===== src/sv/u8nfc_pkg.sv =====
// u8nfc_pkg: shared types, constants and lookup functions for the utf-8 composer
// no dependencies
package u8nfc_pkg;

    localparam logic [20:0] HG_S = 21'h0AC00;
    localparam logic [20:0] HG_L = 21'h01100;
    localparam logic [20:0] HG_V = 21'h01161;
    localparam logic [20:0] HG_T = 21'h011A7;
    localparam int QUEUE_DEPTH = 4;
    localparam int QUEUE_AW = $clog2(QUEUE_DEPTH);

    // one decoded code point travelling from front to back
    typedef struct packed {
        logic [20:0] cp;
        logic        flush;
        logic        has_cp;
    } cp_req_t;

    function automatic logic [2:0] need_len(input logic [7:0] c);
        logic [2:0] n;
        begin
            n = 3'd1;
            if (c[7] == 1'b0)
                n = 3'd1;
            else if (c[7:5] == 3'b110)
                n = 3'd2;
            else if (c[7:4] == 4'b1110)
                n = 3'd3;
            else if (c[7:3] == 5'b11110)
                n = 3'd4;
            return n;
        end
    endfunction

    function automatic logic [20:0] compose_pair(input logic [20:0] base,
                                                 input logic [20:0] mark);
        logic [15:0] r;
        begin
            r = 16'h0000;
            if (base[20:16] == 5'd0) begin
                case (mark)
                    21'h301:
                        case (base[15:0])
                            16'h61: r = 16'he1;
                            16'h65: r = 16'he9;
                            16'h69: r = 16'hed;
                            16'h6f: r = 16'hf3;
                            16'h75: r = 16'hfa;
                            16'h79: r = 16'hfd;
                            default: r = 16'h0;
                        endcase
                    21'h300:
                        case (base[15:0])
                            16'h61: r = 16'he0;
                            16'h65: r = 16'he8;
                            16'h69: r = 16'hec;
                            16'h6f: r = 16'hf2;
                            16'h75: r = 16'hf9;
                            default: r = 16'h0;
                        endcase
                    21'h302:
                        case (base[15:0])
                            16'h61: r = 16'he2;
                            16'h65: r = 16'hea;
                            16'h69: r = 16'hee;
                            16'h6f: r = 16'hf4;
                            16'h75: r = 16'hfb;
                            default: r = 16'h0;
                        endcase
                    21'h303:
                        case (base[15:0])
                            16'h61: r = 16'he3;
                            16'h6f: r = 16'hf5;
                            16'h6e: r = 16'hf1;
                            default: r = 16'h0;
                        endcase
                    21'h308:
                        case (base[15:0])
                            16'h65: r = 16'heb;
                            16'h69: r = 16'hef;
                            16'h75: r = 16'hfc;
                            16'h79: r = 16'hff;
                            default: r = 16'h0;
                        endcase
                    21'h327:
                        r = (base[15:0] == 16'h63) ? 16'he7 : 16'h0;
                    21'h30c:
                        case (base[15:0])
                            16'h63: r = 16'h10d;
                            16'h64: r = 16'h10f;
                            16'h65: r = 16'h11b;
                            16'h6e: r = 16'h148;
                            16'h72: r = 16'h159;
                            16'h73: r = 16'h161;
                            16'h74: r = 16'h165;
                            16'h7a: r = 16'h17e;
                            default: r = 16'h0;
                        endcase
                    21'h30a:
                        r = (base[15:0] == 16'h75) ? 16'h16f : 16'h0;
                    21'h3099:
                        case (base[15:0])
                            16'h304b: r = 16'h304c;
                            16'h304d: r = 16'h304e;
                            16'h304f: r = 16'h3050;
                            16'h3051: r = 16'h3052;
                            16'h3053: r = 16'h3054;
                            16'h3055: r = 16'h3056;
                            16'h3057: r = 16'h3058;
                            16'h3059: r = 16'h305a;
                            16'h305b: r = 16'h305c;
                            16'h305d: r = 16'h305e;
                            16'h305f: r = 16'h3060;
                            16'h3064: r = 16'h3065;
                            16'h3066: r = 16'h3067;
                            16'h3068: r = 16'h3069;
                            16'h306f: r = 16'h3070;
                            16'h3072: r = 16'h3073;
                            16'h3075: r = 16'h3076;
                            16'h3078: r = 16'h3079;
                            16'h307b: r = 16'h307c;
                            default: r = 16'h0;
                        endcase
                    21'h309a:
                        case (base[15:0])
                            16'h306f: r = 16'h3071;
                            16'h3072: r = 16'h3074;
                            16'h3075: r = 16'h3077;
                            16'h3078: r = 16'h307a;
                            16'h307b: r = 16'h307d;
                            default: r = 16'h0;
                        endcase
                    default: r = 16'h0;
                endcase
            end
            return {5'd0, r};
        end
    endfunction

endpackage


===== src/sv/u8nfc_stream_if.sv =====
// u8nfc_stream_if: valid/ready byte channel with last flag
// depends on nothing
interface u8nfc_stream_if;
    logic       valid;
    logic       ready;
    logic [7:0] data;
    logic       last;
    modport source (output valid, output data, output last, input ready);
    modport sink (input valid, input data, input last, output ready);
endinterface


===== src/sv/u8nfc_front.sv =====
// u8nfc_front: utf-8 decoder, gathers sequences and handles cut-off tails
// depends on u8nfc_pkg and u8nfc_stream_if
module u8nfc_front
    import u8nfc_pkg::*;
(
    input  logic             clk,
    input  logic             rst_n,
    u8nfc_stream_if.sink     in_s,
    output logic             req_valid,
    output cp_req_t          req,
    input  logic             req_ready
);

    logic [7:0] seq_reg [3];
    logic [7:0] seq_next [3];
    logic [1:0] cnt_reg, cnt_next;
    // tail replay: after a last byte with leftovers, emit them over cycles
    logic       tail_reg, tail_next;
    logic [1:0] tidx_reg, tidx_next;
    logic [1:0] tn_reg, tn_next;

    logic [2:0] len0, lt;
    logic [20:0] dec;
    logic [20:0] tdec;
    logic       take;

    function automatic logic [20:0] decode(input logic [7:0] b0, input logic [7:0] b1,
                                           input logic [7:0] b2, input logic [7:0] b3,
                                           input logic [2:0] n);
        logic [20:0] c;
        begin
            case (n)
                3'd2: c = {10'd0, b0[4:0], b1[5:0]};
                3'd3: c = {5'd0, b0[3:0], b1[5:0], b2[5:0]};
                3'd4: c = {b0[2:0], b1[5:0], b2[5:0], b3[5:0]};
                default: c = {13'd0, b0};
            endcase
            return c;
        end
    endfunction

    assign len0 = need_len(seq_reg[0]);
    assign in_s.ready = !tail_reg && req_ready;
    assign take = in_s.valid && in_s.ready;
    assign lt = need_len(seq_reg[tidx_reg]);

    always_comb
    begin
        dec = decode(seq_reg[0], (cnt_reg == 2'd1) ? in_s.data : seq_reg[1],
                     (cnt_reg == 2'd2) ? in_s.data : seq_reg[2], in_s.data,
                     {1'b0, cnt_reg} + 3'd1);
        tdec = {13'd0, seq_reg[tidx_reg]};
        if (lt > 3'd1 && {1'b0, tidx_reg} + lt <= {1'b0, tn_reg})
            tdec = decode(seq_reg[tidx_reg], seq_reg[tidx_reg + 2'd1], seq_reg[2],
                          8'h00, lt);
    end

    always_comb
    begin
        seq_next = seq_reg;
        cnt_next = cnt_reg;
        tail_next = tail_reg;
        tidx_next = tidx_reg;
        tn_next = tn_reg;
        req_valid = 1'b0;
        req.cp = 21'd0;
        req.flush = 1'b0;
        req.has_cp = 1'b0;
        if (tail_reg) begin
            req_valid = 1'b1;
            req.cp = tdec;
            req.has_cp = 1'b1;
            if (lt > 3'd1 && {1'b0, tidx_reg} + lt <= {1'b0, tn_reg}) begin
                req.flush = ({1'b0, tidx_reg} + lt == {1'b0, tn_reg});
                if (req_ready)
                    tidx_next = 2'(tidx_reg + lt[1:0]);
            end else begin
                req.flush = (tidx_reg + 2'd1 == tn_reg);
                if (req_ready)
                    tidx_next = tidx_reg + 2'd1;
            end
            if (req_ready && req.flush) begin
                tail_next = 1'b0;
                cnt_next = 2'd0;
            end
        end else if (take) begin
            req_valid = 1'b1;
            if (cnt_reg == 2'd0) begin
                if (need_len(in_s.data) == 3'd1) begin
                    req.cp = {13'd0, in_s.data};
                    req.has_cp = 1'b1;
                    req.flush = in_s.last;
                end else begin
                    seq_next[0] = in_s.data;
                    cnt_next = 2'd1;
                end
            end else if ({1'b0, cnt_reg} + 3'd1 >= len0) begin
                req.cp = dec;
                req.has_cp = 1'b1;
                req.flush = in_s.last;
                cnt_next = 2'd0;
            end else begin
                seq_next[cnt_reg] = in_s.data;
                cnt_next = cnt_reg + 2'd1;
            end
            if (in_s.last && cnt_next != 2'd0) begin
                // cut-off sequence: replay held bytes one code point at a time
                req_valid = 1'b0;
                tail_next = 1'b1;
                tidx_next = 2'd0;
                tn_next = cnt_next;
            end
        end
    end

    always_ff @(posedge clk or negedge rst_n)
    begin
        if (!rst_n) begin
            cnt_reg <= 2'd0;
            tail_reg <= 1'b0;
            tidx_reg <= 2'd0;
            tn_reg <= 2'd0;
        end else begin
            cnt_reg <= cnt_next;
            tail_reg <= tail_next;
            tidx_reg <= tidx_next;
            tn_reg <= tn_next;
        end
    end

    always_ff @(posedge clk)
    begin
        seq_reg <= seq_next;
    end

endmodule


===== src/sv/u8nfc_queue.sv =====
// u8nfc_queue: short fifo of decoded code point requests between front and back
// depends on u8nfc_pkg
module u8nfc_queue
    import u8nfc_pkg::*;
(
    input  logic    clk,
    input  logic    rst_n,
    input  logic    wr_valid,
    input  cp_req_t wr_data,
    output logic    wr_ready,
    output logic    rd_valid,
    output cp_req_t rd_data,
    input  logic    rd_ready
);

    cp_req_t mem_reg [QUEUE_DEPTH];
    logic [QUEUE_AW-1:0] wp_reg, rp_reg;
    logic [QUEUE_AW:0]   n_reg;

    assign wr_ready = (n_reg != QUEUE_AW'(0) + (QUEUE_AW+1)'(QUEUE_DEPTH));
    assign rd_valid = (n_reg != '0);
    assign rd_data = mem_reg[rp_reg];

    always_ff @(posedge clk or negedge rst_n)
    begin
        if (!rst_n) begin
            wp_reg <= '0;
            rp_reg <= '0;
            n_reg <= '0;
        end else begin
            if (wr_valid && wr_ready)
                wp_reg <= wp_reg + 1'b1;
            if (rd_valid && rd_ready)
                rp_reg <= rp_reg + 1'b1;
            n_reg <= n_reg + (QUEUE_AW+1)'(wr_valid && wr_ready)
                     - (QUEUE_AW+1)'(rd_valid && rd_ready);
        end
    end

    always_ff @(posedge clk)
    begin
        if (wr_valid && wr_ready)
            mem_reg[wp_reg] <= wr_data;
    end

endmodule


===== src/sv/u8nfc_back.sv =====
// u8nfc_back: composition window, hangul and pair joining, utf-8 re-encoding
// depends on u8nfc_pkg and u8nfc_stream_if
module u8nfc_back
    import u8nfc_pkg::*;
(
    input  logic             clk,
    input  logic             rst_n,
    input  logic             req_valid,
    input  cp_req_t          req,
    output logic             req_ready,
    u8nfc_stream_if.source   out_s
);

    // window of up to three code points; composition happens when full or flushing
    logic [20:0] w_reg [3];
    logic [20:0] w_next [3];
    logic [1:0]  n_reg, n_next;
    logic        fl_reg, fl_next;
    // encoder holding one composed code point
    logic [20:0] e_reg, e_next;
    logic [1:0]  ecnt_reg, ecnt_next;
    logic [1:0]  epos_reg, epos_next;
    logic        ebusy_reg, ebusy_next;
    logic        elast_reg, elast_next;
    // registered hangul products
    logic [20:0] hl_reg, hv_reg;

    logic [20:0] sel_cp;
    logic [1:0]  used;
    logic        is_lv, has_t;
    logic [20:0] pj;
    logic        work;
    logic [1:0]  elen;
    logic        enc_free;
    logic        out_take;
    logic        emit;

    assign out_take = out_s.valid && out_s.ready;
    assign enc_free = !ebusy_reg || (out_take && epos_reg == ecnt_reg);
    assign work = (n_reg == 2'd3) || (fl_reg && n_reg != 2'd0);
    assign req_ready = !work && !(fl_reg && n_reg == 2'd0 && 1'b0);

    assign is_lv = (n_reg >= 2'd2) && w_reg[0] >= HG_L && w_reg[0] < HG_L + 21'd19
                   && w_reg[1] >= HG_V && w_reg[1] < HG_V + 21'd21;
    assign has_t = (n_reg == 2'd3) && w_reg[2] > HG_T && w_reg[2] <= HG_T + 21'd27;
    assign pj = compose_pair(w_reg[0], w_reg[1]);

    always_ff @(posedge clk)
    begin
        hl_reg <= 21'((w_reg[0] - HG_L) * 21'd588);
        hv_reg <= 21'((w_reg[1] - HG_V) * 21'd28);
    end

    // hangul uses the products registered from the window a cycle ago
    logic hwait_reg, hwait_next;

    always_comb
    begin
        used = 2'd1;
        sel_cp = w_reg[0];
        if (is_lv) begin
            used = has_t ? 2'd3 : 2'd2;
            sel_cp = HG_S + hl_reg + hv_reg + (has_t ? w_reg[2] - HG_T : 21'd0);
        end else if (n_reg >= 2'd2 && pj != 21'd0) begin
            used = 2'd2;
            sel_cp = pj;
        end
    end

    assign emit = work && enc_free && !(is_lv && hwait_reg);

    always_comb
    begin
        w_next = w_reg;
        n_next = n_reg;
        fl_next = fl_reg;
        hwait_next = 1'b0;
        if (emit) begin
            case (used)
                2'd2:
                begin
                    w_next[0] = w_reg[2];
                end
                2'd3:
                begin
                    w_next[0] = w_reg[0];
                end
                default:
                begin
                    w_next[0] = w_reg[1];
                    w_next[1] = w_reg[2];
                end
            endcase
            n_next = n_reg - used;
            if (n_next == 2'd0)
                fl_next = 1'b0;
            hwait_next = 1'b1;
        end else if (req_valid && req_ready) begin
            if (req.has_cp) begin
                w_next[n_reg] = req.cp;
                n_next = n_reg + 2'd1;
            end
            fl_next = req.flush;
            hwait_next = 1'b1;
        end else if (work && is_lv && hwait_reg) begin
            hwait_next = 1'b0;
        end
    end

    always_comb
    begin
        if (sel_cp < 21'h80)
            elen = 2'd0;
        else if (sel_cp < 21'h800)
            elen = 2'd1;
        else if (sel_cp < 21'h10000)
            elen = 2'd2;
        else
            elen = 2'd3;
    end

    always_comb
    begin
        e_next = e_reg;
        ecnt_next = ecnt_reg;
        epos_next = epos_reg;
        ebusy_next = ebusy_reg;
        elast_next = elast_reg;
        if (out_take) begin
            epos_next = epos_reg + 2'd1;
            if (epos_reg == ecnt_reg)
                ebusy_next = 1'b0;
        end
        if (emit) begin
            e_next = sel_cp;
            ecnt_next = elen;
            epos_next = 2'd0;
            ebusy_next = 1'b1;
            elast_next = fl_reg && (n_reg == used);
        end
    end

    always_comb
    begin
        out_s.valid = ebusy_reg;
        out_s.last = elast_reg && (epos_reg == ecnt_reg);
        case (ecnt_reg)
            2'd0: out_s.data = e_reg[7:0];
            2'd1: out_s.data = (epos_reg == 2'd0) ? {3'b110, e_reg[10:6]}
                                                   : {2'b10, e_reg[5:0]};
            2'd2:
                case (epos_reg)
                    2'd0: out_s.data = {4'b1110, e_reg[15:12]};
                    2'd1: out_s.data = {2'b10, e_reg[11:6]};
                    default: out_s.data = {2'b10, e_reg[5:0]};
                endcase
            default:
                case (epos_reg)
                    2'd0: out_s.data = {5'b11110, e_reg[20:18]};
                    2'd1: out_s.data = {2'b10, e_reg[17:12]};
                    2'd2: out_s.data = {2'b10, e_reg[11:6]};
                    default: out_s.data = {2'b10, e_reg[5:0]};
                endcase
        endcase
    end

    always_ff @(posedge clk or negedge rst_n)
    begin
        if (!rst_n) begin
            n_reg <= 2'd0;
            fl_reg <= 1'b0;
            ebusy_reg <= 1'b0;
            ecnt_reg <= 2'd0;
            epos_reg <= 2'd0;
            elast_reg <= 1'b0;
            hwait_reg <= 1'b0;
        end else begin
            n_reg <= n_next;
            fl_reg <= fl_next;
            ebusy_reg <= ebusy_next;
            ecnt_reg <= ecnt_next;
            epos_reg <= epos_next;
            elast_reg <= elast_next;
            hwait_reg <= hwait_next;
        end
    end

    always_ff @(posedge clk)
    begin
        w_reg <= w_next;
        e_reg <= e_next;
    end

endmodule


===== src/sv/utf8_nfc_composer_top.sv =====
// utf8_nfc_composer_top: streaming utf-8 composer, hangul and base-plus-mark joining
// the byte that fills the window or ends the string passes queue, window and encoder register
// before output, hangul also awaiting its products; throughput: one input byte, or in a cut-off
// tail one held byte or sequence, a cycle while the four-deep queue has room; the back takes a
// request only when not joining, so single-byte code points alternate with emits; a multi-byte
// code point holds the encoder to its last byte; reset: rst_n asynchronous, clears control state
module utf8_nfc_composer_top
    import u8nfc_pkg::*;
(
    input  logic           clk,
    input  logic           rst_n,
    u8nfc_stream_if.sink   in_s,
    u8nfc_stream_if.source out_s
);

    logic    f_valid, f_ready, q_valid, q_ready;
    cp_req_t f_req, q_req;

    u8nfc_front u_front (
        .clk(clk), .rst_n(rst_n), .in_s(in_s),
        .req_valid(f_valid), .req(f_req), .req_ready(f_ready)
    );

    u8nfc_queue u_queue (
        .clk(clk), .rst_n(rst_n),
        .wr_valid(f_valid), .wr_data(f_req), .wr_ready(f_ready),
        .rd_valid(q_valid), .rd_data(q_req), .rd_ready(q_ready)
    );

    u8nfc_back u_back (
        .clk(clk), .rst_n(rst_n),
        .req_valid(q_valid), .req(q_req), .req_ready(q_ready), .out_s(out_s)
    );

endmodule

===== src/flat_wrapper.sv =====
// flat-port wrapper written by rule: the top's interface ports become plain ports
module utf8_nfc_composer_top_flat import u8nfc_pkg::*;
  (clk, rst_n, in_s_valid, in_s_data, in_s_last, in_s_ready, out_s_valid, out_s_data, out_s_last, out_s_ready);
  u8nfc_stream_if in_s_i ();
  u8nfc_stream_if out_s_i ();
  input  logic clk;
  input  logic rst_n;
  input wire logic [$bits(in_s_i.valid)-1:0] in_s_valid;
  input wire logic [$bits(in_s_i.data)-1:0] in_s_data;
  input wire logic [$bits(in_s_i.last)-1:0] in_s_last;
  output wire logic [$bits(in_s_i.ready)-1:0] in_s_ready;
  output wire logic [$bits(out_s_i.valid)-1:0] out_s_valid;
  output wire logic [$bits(out_s_i.data)-1:0] out_s_data;
  output wire logic [$bits(out_s_i.last)-1:0] out_s_last;
  input wire logic [$bits(out_s_i.ready)-1:0] out_s_ready;
  assign in_s_i.valid = in_s_valid;
  assign in_s_i.data = in_s_data;
  assign in_s_i.last = in_s_last;
  assign in_s_ready = in_s_i.ready;
  assign out_s_valid = out_s_i.valid;
  assign out_s_data = out_s_i.data;
  assign out_s_last = out_s_i.last;
  assign out_s_i.ready = out_s_ready;
  utf8_nfc_composer_top u_core (.clk(clk), .rst_n(rst_n), .in_s(in_s_i), .out_s(out_s_i));
endmodule

===== config.mk =====
export PLATFORM = sky130hd
export DESIGN_NAME = utf8_nfc_composer_top_flat
export DESIGN_NICKNAME = d
export VERILOG_FILES = /design/src/sv/u8nfc_pkg.sv /design/src/sv/u8nfc_stream_if.sv /design/src/sv/u8nfc_front.sv /design/src/sv/u8nfc_queue.sv /design/src/sv/u8nfc_back.sv /design/src/sv/utf8_nfc_composer_top.sv /design/src/flat_wrapper.sv
export SDC_FILE = /design/constraint.sdc
export NUM_CORES = 1
export LEC_CHECK = 0
export BUFFER_PORTS_ARGS = -buffer_cell sky130_fd_sc_hd__buf_2
export CAP_MARGIN = 10
export CORE_MARGIN = 2
export CORE_UTILIZATION = 50
export DETAILED_ROUTE_END_ITERATION = 8
export PLACE_DENSITY = 0.78
export SLEW_MARGIN = 0
export SYNTH_ARGS = -nofsm -noshare
export SYNTH_HDL_FRONTEND = slang
export SYNTH_SLANG_ARGS = --single-unit

===== constraint.sdc =====
create_clock -name clk -period 11.2 [get_ports clk]
set_clock_uncertainty 0.05 [all_clocks]
set_input_delay 1.12 -clock clk [delete_from_list [all_inputs] [get_ports clk]]
set_output_delay 1.12 -clock clk [all_outputs]
set_load 0.1 [all_outputs]

==> Word-level counts from Yosys, hierarchy flattened <==
Memory sizes are Yosys's and may differ from the RTL's.
Cells that the tools add are included.
{ "word_totals": {"output_inout_bits": 11, "mem_bits_rw": 92, "in_bits": 13, "elab_cells": 315, "memories": 1, "register_bits": 170} }
{ "memory_table": {"columns": ["memory", "depth", "width", "rd", "rd_clocked_by_memory_dff", "write_ports", "line", "text"], "rows": [
  ["u_core.u_queue.mem_reg", 4, 23, 1, 0, 1, "u8nfc_queue.sv:16", "cp_req_t mem_reg [QUEUE_DEPTH];"]
]} }
{ "classes": {"eq_ne": 79, "bitwise_logic": 8, "n_reduce_logical": 57, "muxes": 108, "add_sub_neg": 18, "n_mul": 2, "magnitude_cmp": 19} }
{ "op_table": {"columns": ["operator", "count"], "rows": [
  ["16-bit by 14-bit equality test with 1-bit output, second input constant", 19],
  ["14-bit one-hot mux with 19 select lines", 1],
  ["16-bit by 7-bit equality test with 1-bit output, second input constant", 13],
  ["21-bit by 10-bit equality test with 1-bit output, second input constant", 8],
  ["16-bit one-hot mux with 10 select lines", 1],
  ["21-bit 2-to-1 mux", 6],
  ["63-bit 2-to-1 mux", 2],
  ["21-bit one-hot mux with 3 select lines", 2],
  ["23-bit 2-to-1 mux", 4],
  ["8-bit one-hot mux with 5 select lines", 2],
  ["9-bit one-hot mux with 8 select lines", 1],
  ["14-bit one-hot mux with 5 select lines", 1],
  ["63-bit bitwise mux", 1],
  ["21-bit by 13-bit subtractor with 21-bit output, second input constant", 3],
  ["8-bit 2-to-1 mux", 6],
  ["8-bit one-hot mux with 3 select lines", 2],
  ["8-bit one-hot mux with 6 select lines", 1],
  ["2-bit 2-to-1 mux", 23],
  ["3-bit 2-to-1 mux", 15],
  ["21-bit adder", 2],
  ["21-bit demux with 2-bit select", 1],
  ["21-bit by 14-bit equality test with 1-bit output, second input constant", 2],
  ["21-bit by 13-bit greater-or-equal comparator with 1-bit output, second input constant", 2],
  ["21-bit by 13-bit less-than comparator with 1-bit output, second input constant", 2],
  ["62 further kinds", 171]
]} }

==> Longest topological paths before layout <==
{ "depth": {"word_depth": 21, "mapped_depth": 23, "ltp_nobuf": 22} }

==> By module <==
A second synthesis with hierarchy kept.
{ "hier_totals": {"hier_cells": 1845, "area_unflattened_um2": 19228.4} }
{ "modules_own_cells": {"columns": ["mod", "cells_per_inst", "n_inst", "area_per_inst_um2", "seq_area_each_um2"], "rows": [
  ["u8nfc_back", 1363, 1, 12513.3, 3533.4],
  ["u8nfc_queue", 163, 1, 3834.9, 2937.8],
  ["u8nfc_front", 319, 1, 2880.3, 895.9]
]} }

==> Worst setup path before layout <==
OpenSTA, ideal clock, no wires.
{ "synth_path": {"path_type": "flip-flop to flip-flop", "from": "register u_core.u_back.w_reg[1] in the netlist's numbering", "to": "register u_core.u_back.ecnt_reg[0]", "path_stages_with_launch": 24, "required_ns": 11.024, "setup_ns": 0.126, "path_slack_ns": 6.292, "t_arrival_ns": 4.732, "path_buffers": 1, "period_less_slack_ns": 4.908, "path_cell_list": "edfxtp_1 -> ha_1 -> o21ai_0 -> nand2_1 -> o21ai_0 -> and4_1 -> clkbuf_1 -> nand2_1 -> fa_1 -> inv_1 -> ha_1 -> ha_1 -> inv_1 -> fa_1 -> nor2b_1 -> o31a_1 -> o21ai_0 -> and3_1 -> o21a_1 -> xnor2_1 -> a21o_2 -> and4b_1 -> a41oi_1 -> o32a_1"} }
{ "synth_via": {"elab_chain_len": 10, "word_cells_on_any_way": 14, "cone_classes": "add/sub (2); order compare (5); mux (5); reduce/logical (2)"} }
{ "synth_rtl": {"columns": ["element", "line", "text"], "rows": [
  ["from (decl)", "u8nfc_back.sv:15", "logic [20:0] w_reg [3];"],
  ["from (signal assigned)", "u8nfc_back.sv:190", "w_reg <= w_next;"],
  ["21-bit by 13-bit > comparator with 1-bit output", "u8nfc_back.sv:45", "assign has_t = (n_reg == 2'd3) && w_reg[2] > HG_T && w_reg[2] <= HG_T + 21'd27;"],
  ["1-bit logical AND (2 in a row)", "u8nfc_back.sv:45", null],
  ["21-bit 2-to-1 mux (*)", "u8nfc_back.sv:63", "sel_cp = HG_S + hl_reg + hv_reg + (has_t ? w_reg[2] - HG_T : 21'd0);"],
  ["21-bit adder (*)", "u8nfc_back.sv:63", null],
  ["21-bit 2-to-1 mux (*)", "u8nfc_back.sv:61", "if (is_lv) begin"],
  ["net u_core.u_back.sel_cp[16]", "u8nfc_back.sv:28", "logic [20:0] sel_cp;"],
  ["21-bit by 17-bit less-than comparator with 1-bit output", "u8nfc_back.sv:116", "else if (sel_cp < 21'h10000)"],
  ["1-bit 2-to-1 mux", "u8nfc_back.sv:116", null],
  ["2-bit 2-to-1 mux", "u8nfc_back.sv:114", "else if (sel_cp < 21'h800)"],
  ["2-bit 2-to-1 mux (*)", "u8nfc_back.sv:112", "if (sel_cp < 21'h80)"],
  ["to (signal assigned)", "u8nfc_back.sv:181", "ecnt_reg <= ecnt_next;"],
  ["to (decl)", "u8nfc_back.sv:21", "logic [1:0] ecnt_reg, ecnt_next;"]
]} }
Mark *: on every way through the listed nets, which the timed path passes. The rest lies on a longest branch.
A chain may end at the register's enable or synchronous reset.

==> Worst setup path after layout <==
Same ends and word-level chain as after synthesis.

==> impl_metrics.ini <==
[setup_path]
crit_type = reg -> reg
start_kind = flip-flop
max_stage_delay_ns = 0.59
path_cells = ha_1 > o21ai_0 > nand2_1 > o21ai_0 > and4_1 > nand2_1 > fa_1 > inv_1 > ha_1 > ha_1 > inv_1 > fa_1 > nor2b_1 > o31a_1 > o21ai_0 > and3_1 > xnor2_1 > a21o_2 > nor3_1 > and4b_1 > a41oi_1 > o32a_1
required_ns = 11.60
endpoint_kind = flip-flop
rrSetupSlack_ns = 5.61
slowest_stage = and4_1
cp_data_arrival_time_ns = 5.99
crit_fanout = 12

[final_layout]
antenna-diode-count = 0
seqCellArea_um2 = 7367
fin_nets = 2070
drive_gt1_share_pct = 8.052
n_fill_cell = 3225
multiInputGateArea_um2 = 10620
syn_to_final_growth_pct = 7.019
largest_reg_flops = 92

[die]
core-area_um2 = 37580
die_h_um = 199.1
start_util_pct = 50.67
placementRows = 71
pin_count = 24
die-area_um2 = 39660
die_w_um = 199.1

[detailed_routing]
avgViaCountPerCell = 6.147
wire_per_inst_um = 21.04
drt-total-wl_mm = 49.95
dr_total_vias = 14590
initialDrtViolationCount = 1586
dr.pass1.iters = 9
ant_nets = 0
drc = 0

[clock_network]
clkLatencyLatePin_ns = 0.58
clk_path_buf_depth = 3
cts_resized = 0
tritoncts = done
cts_inserted_buffers = 27
clk_pin_slew_ns = 0.06
clock-sinks = 262
htree_levels = 1
ctsHoldBuffers = 0
postCtsSetupBuffers = 0
cts_root_buf = clkbuf_16

[synthesis]
synth_edf_count = 200
yosysMostFrequentCell = edfxtp_1
synth_top_area_share_pct = 31.54
avgSynthCellArea_um2 = 10.29
syn_inst = 1850
ys_ff_latch = 262
synth_top_area_cell = edfxtp_1
yosys_warnings = 0
async_flop_share_pct = 9.160
synthFlopType = edfxtp_1
synth_cell_type_count = 105
synth_area_leaders = edfxtp_1, ha_1, fa_1
syn_area_um2 = 19040
synthTopCellsByCount = edfxtp_1, inv_1, nand2_1, ha_1, o21ai_0
seq_area_frac_synth_pct = 38.69

[timing]
setup-tns-final_ns = 0
post-route-period-util_pct = 49.89
finalHoldViolCount = 0
timing.fmax_mhz = 179.0
min_period_ns = 5.588
setup_violations = 0
tightest_slew_ns = 1.213
max_slew_margin_pct = 19.11
rsz0062_at_grt = false
maxSlewViolCount = 0

[placed_design]
gp_congestion = 1.007
dp.final_hpwl_mm = 37.93
port_buffers = 23

[grt]
grt_usage_pct = 25.27
grt_pass1_wl_mm = 78.07
grt-ovfl-total = 0
grt_pass1_vias = 14420
grt_max_degree = 49
antenna_found_initial = 0

[flow_run]
maxCapViolations = 0

[worst_hold_path]
hold_class = reg -> reg

[status]
outcome = completed
## worst max-delay path: cells and delay by family (launching register included)
kind / cells / cell delay (ns)
AO/OA/AOI/OAI: 7 / 1.42
XOR/XNOR: 1 / 0.14
adder cells (fa/ha/maj): 5 / 1.60
buffers and inverters: 2 / 0.10
flip-flops: 1 / 0.45
AND/OR/NAND/NOR: 7 / 1.70
## worst paths after layout
| path | start | to | cells after the start |
|---|---|---|---|
| setup / recovery | u_core.u_back.w_reg[1] | u_core.u_back.ecnt_reg[0] | 22 |
| hold / removal | u_core.u_back.elast_reg | u_core.u_back.elast_reg | 2 |
| setup reg to reg | u_core.u_back.w_reg[1] | u_core.u_back.ecnt_reg[0] | 22 |
| hold reg to reg | u_core.u_back.elast_reg | u_core.u_back.elast_reg | 2 |
| max in group asynchronous | rst_n | u_core.u_front.tidx_reg[1] | 1 |
| min in group asynchronous | rst_n | u_core.u_queue.wp_reg[0] | 1 |
## layout make-up
| cell class | count | area share [%] |
|---|---|---|
| clock buffers | 38 | 3.617 |
| well taps | 511 | 3.138 |
| multi-input cells | 1337 | 52.14 |
| inverters | 181 | 3.334 |
| flip-flops and latches | 262 | 36.16 |
| clock inverters | 12 | 0.6816 |
| repair buffers | 33 | 0.9334 |
## layout by cell type (no fill, tap or decap), types with 21 or more instances in the layout
master     Yosys  final
edfxtp_1     200    200
inv_1        179    179
nand2_1      164    164
ha_1         154    154
o21ai_0      109    109
nor2_1        98     98
a21oi_1       96     96
fa_1          61     61
xnor2_1       59     59
nand3_1       42     42
dfxtp_1       38     38
xor2_1        35     35
mux2i_1       32     32
nor3_1        32     31
a22o_1        31     31
clkbuf_16      0     27
dfrtp_1       24     24
mux4_2        23     23
buf_2          6     23
and2_1        22     22
nor2b_1       21     21
## per-layer routing
metal	vias to the layer above	GRT usage, %	share of wire (%)
met5	-	0	0
met4	0	9.591	4.2
met3	134	3.494	6.4
li1	6742	-	-
met1	7142	31.52	40
met2	574	44.50	49
## cell families (layout without fill, tap and decap cells)
group	after synthesis	after routing	share of synthesized area [%]
AO/OA/AOI/OAI	457	457	16.33
flip-flops	262	262	38.69
adder cells (fa/ha/maj)	215	215	16.53
multiplexers	65	65	4.994
other	2	8	0.03944
buffers and inverters	257	264	5.652
AND/OR/NAND/NOR	498	498	13.43
XOR/XNOR	94	94	4.324
## per-stage QoR
| step | hold WS [ns] | worst slack (ns) | area, um^2 | util [%] | cells |
|---|---|---|---|---|---|
| 6_report | 0.4721 | 5.612 | 20380 | 54.22 | 2374 |
| 5_1_grt | 0.5215 | 5.233 | 20380 | 54.22 | 2374 |
| 4_1_cts | 0.4657 | 5.700 | 20380 | 54.22 | 2374 |
| 3_5_place_dp | 0.4526 | 5.759 | 19500 | 51.89 | 2324 |
| 3_3_place_gp | 0.4359 | 5.808 | 19500 | 51.89 | 2324 |
| 2_1_floorplan | 0.3918 | 6.292 | 19060 | - | 1856 |
Power is not shown: default switching activity piles up to over one toggle a cycle in this logic, so the estimate is an artifact.
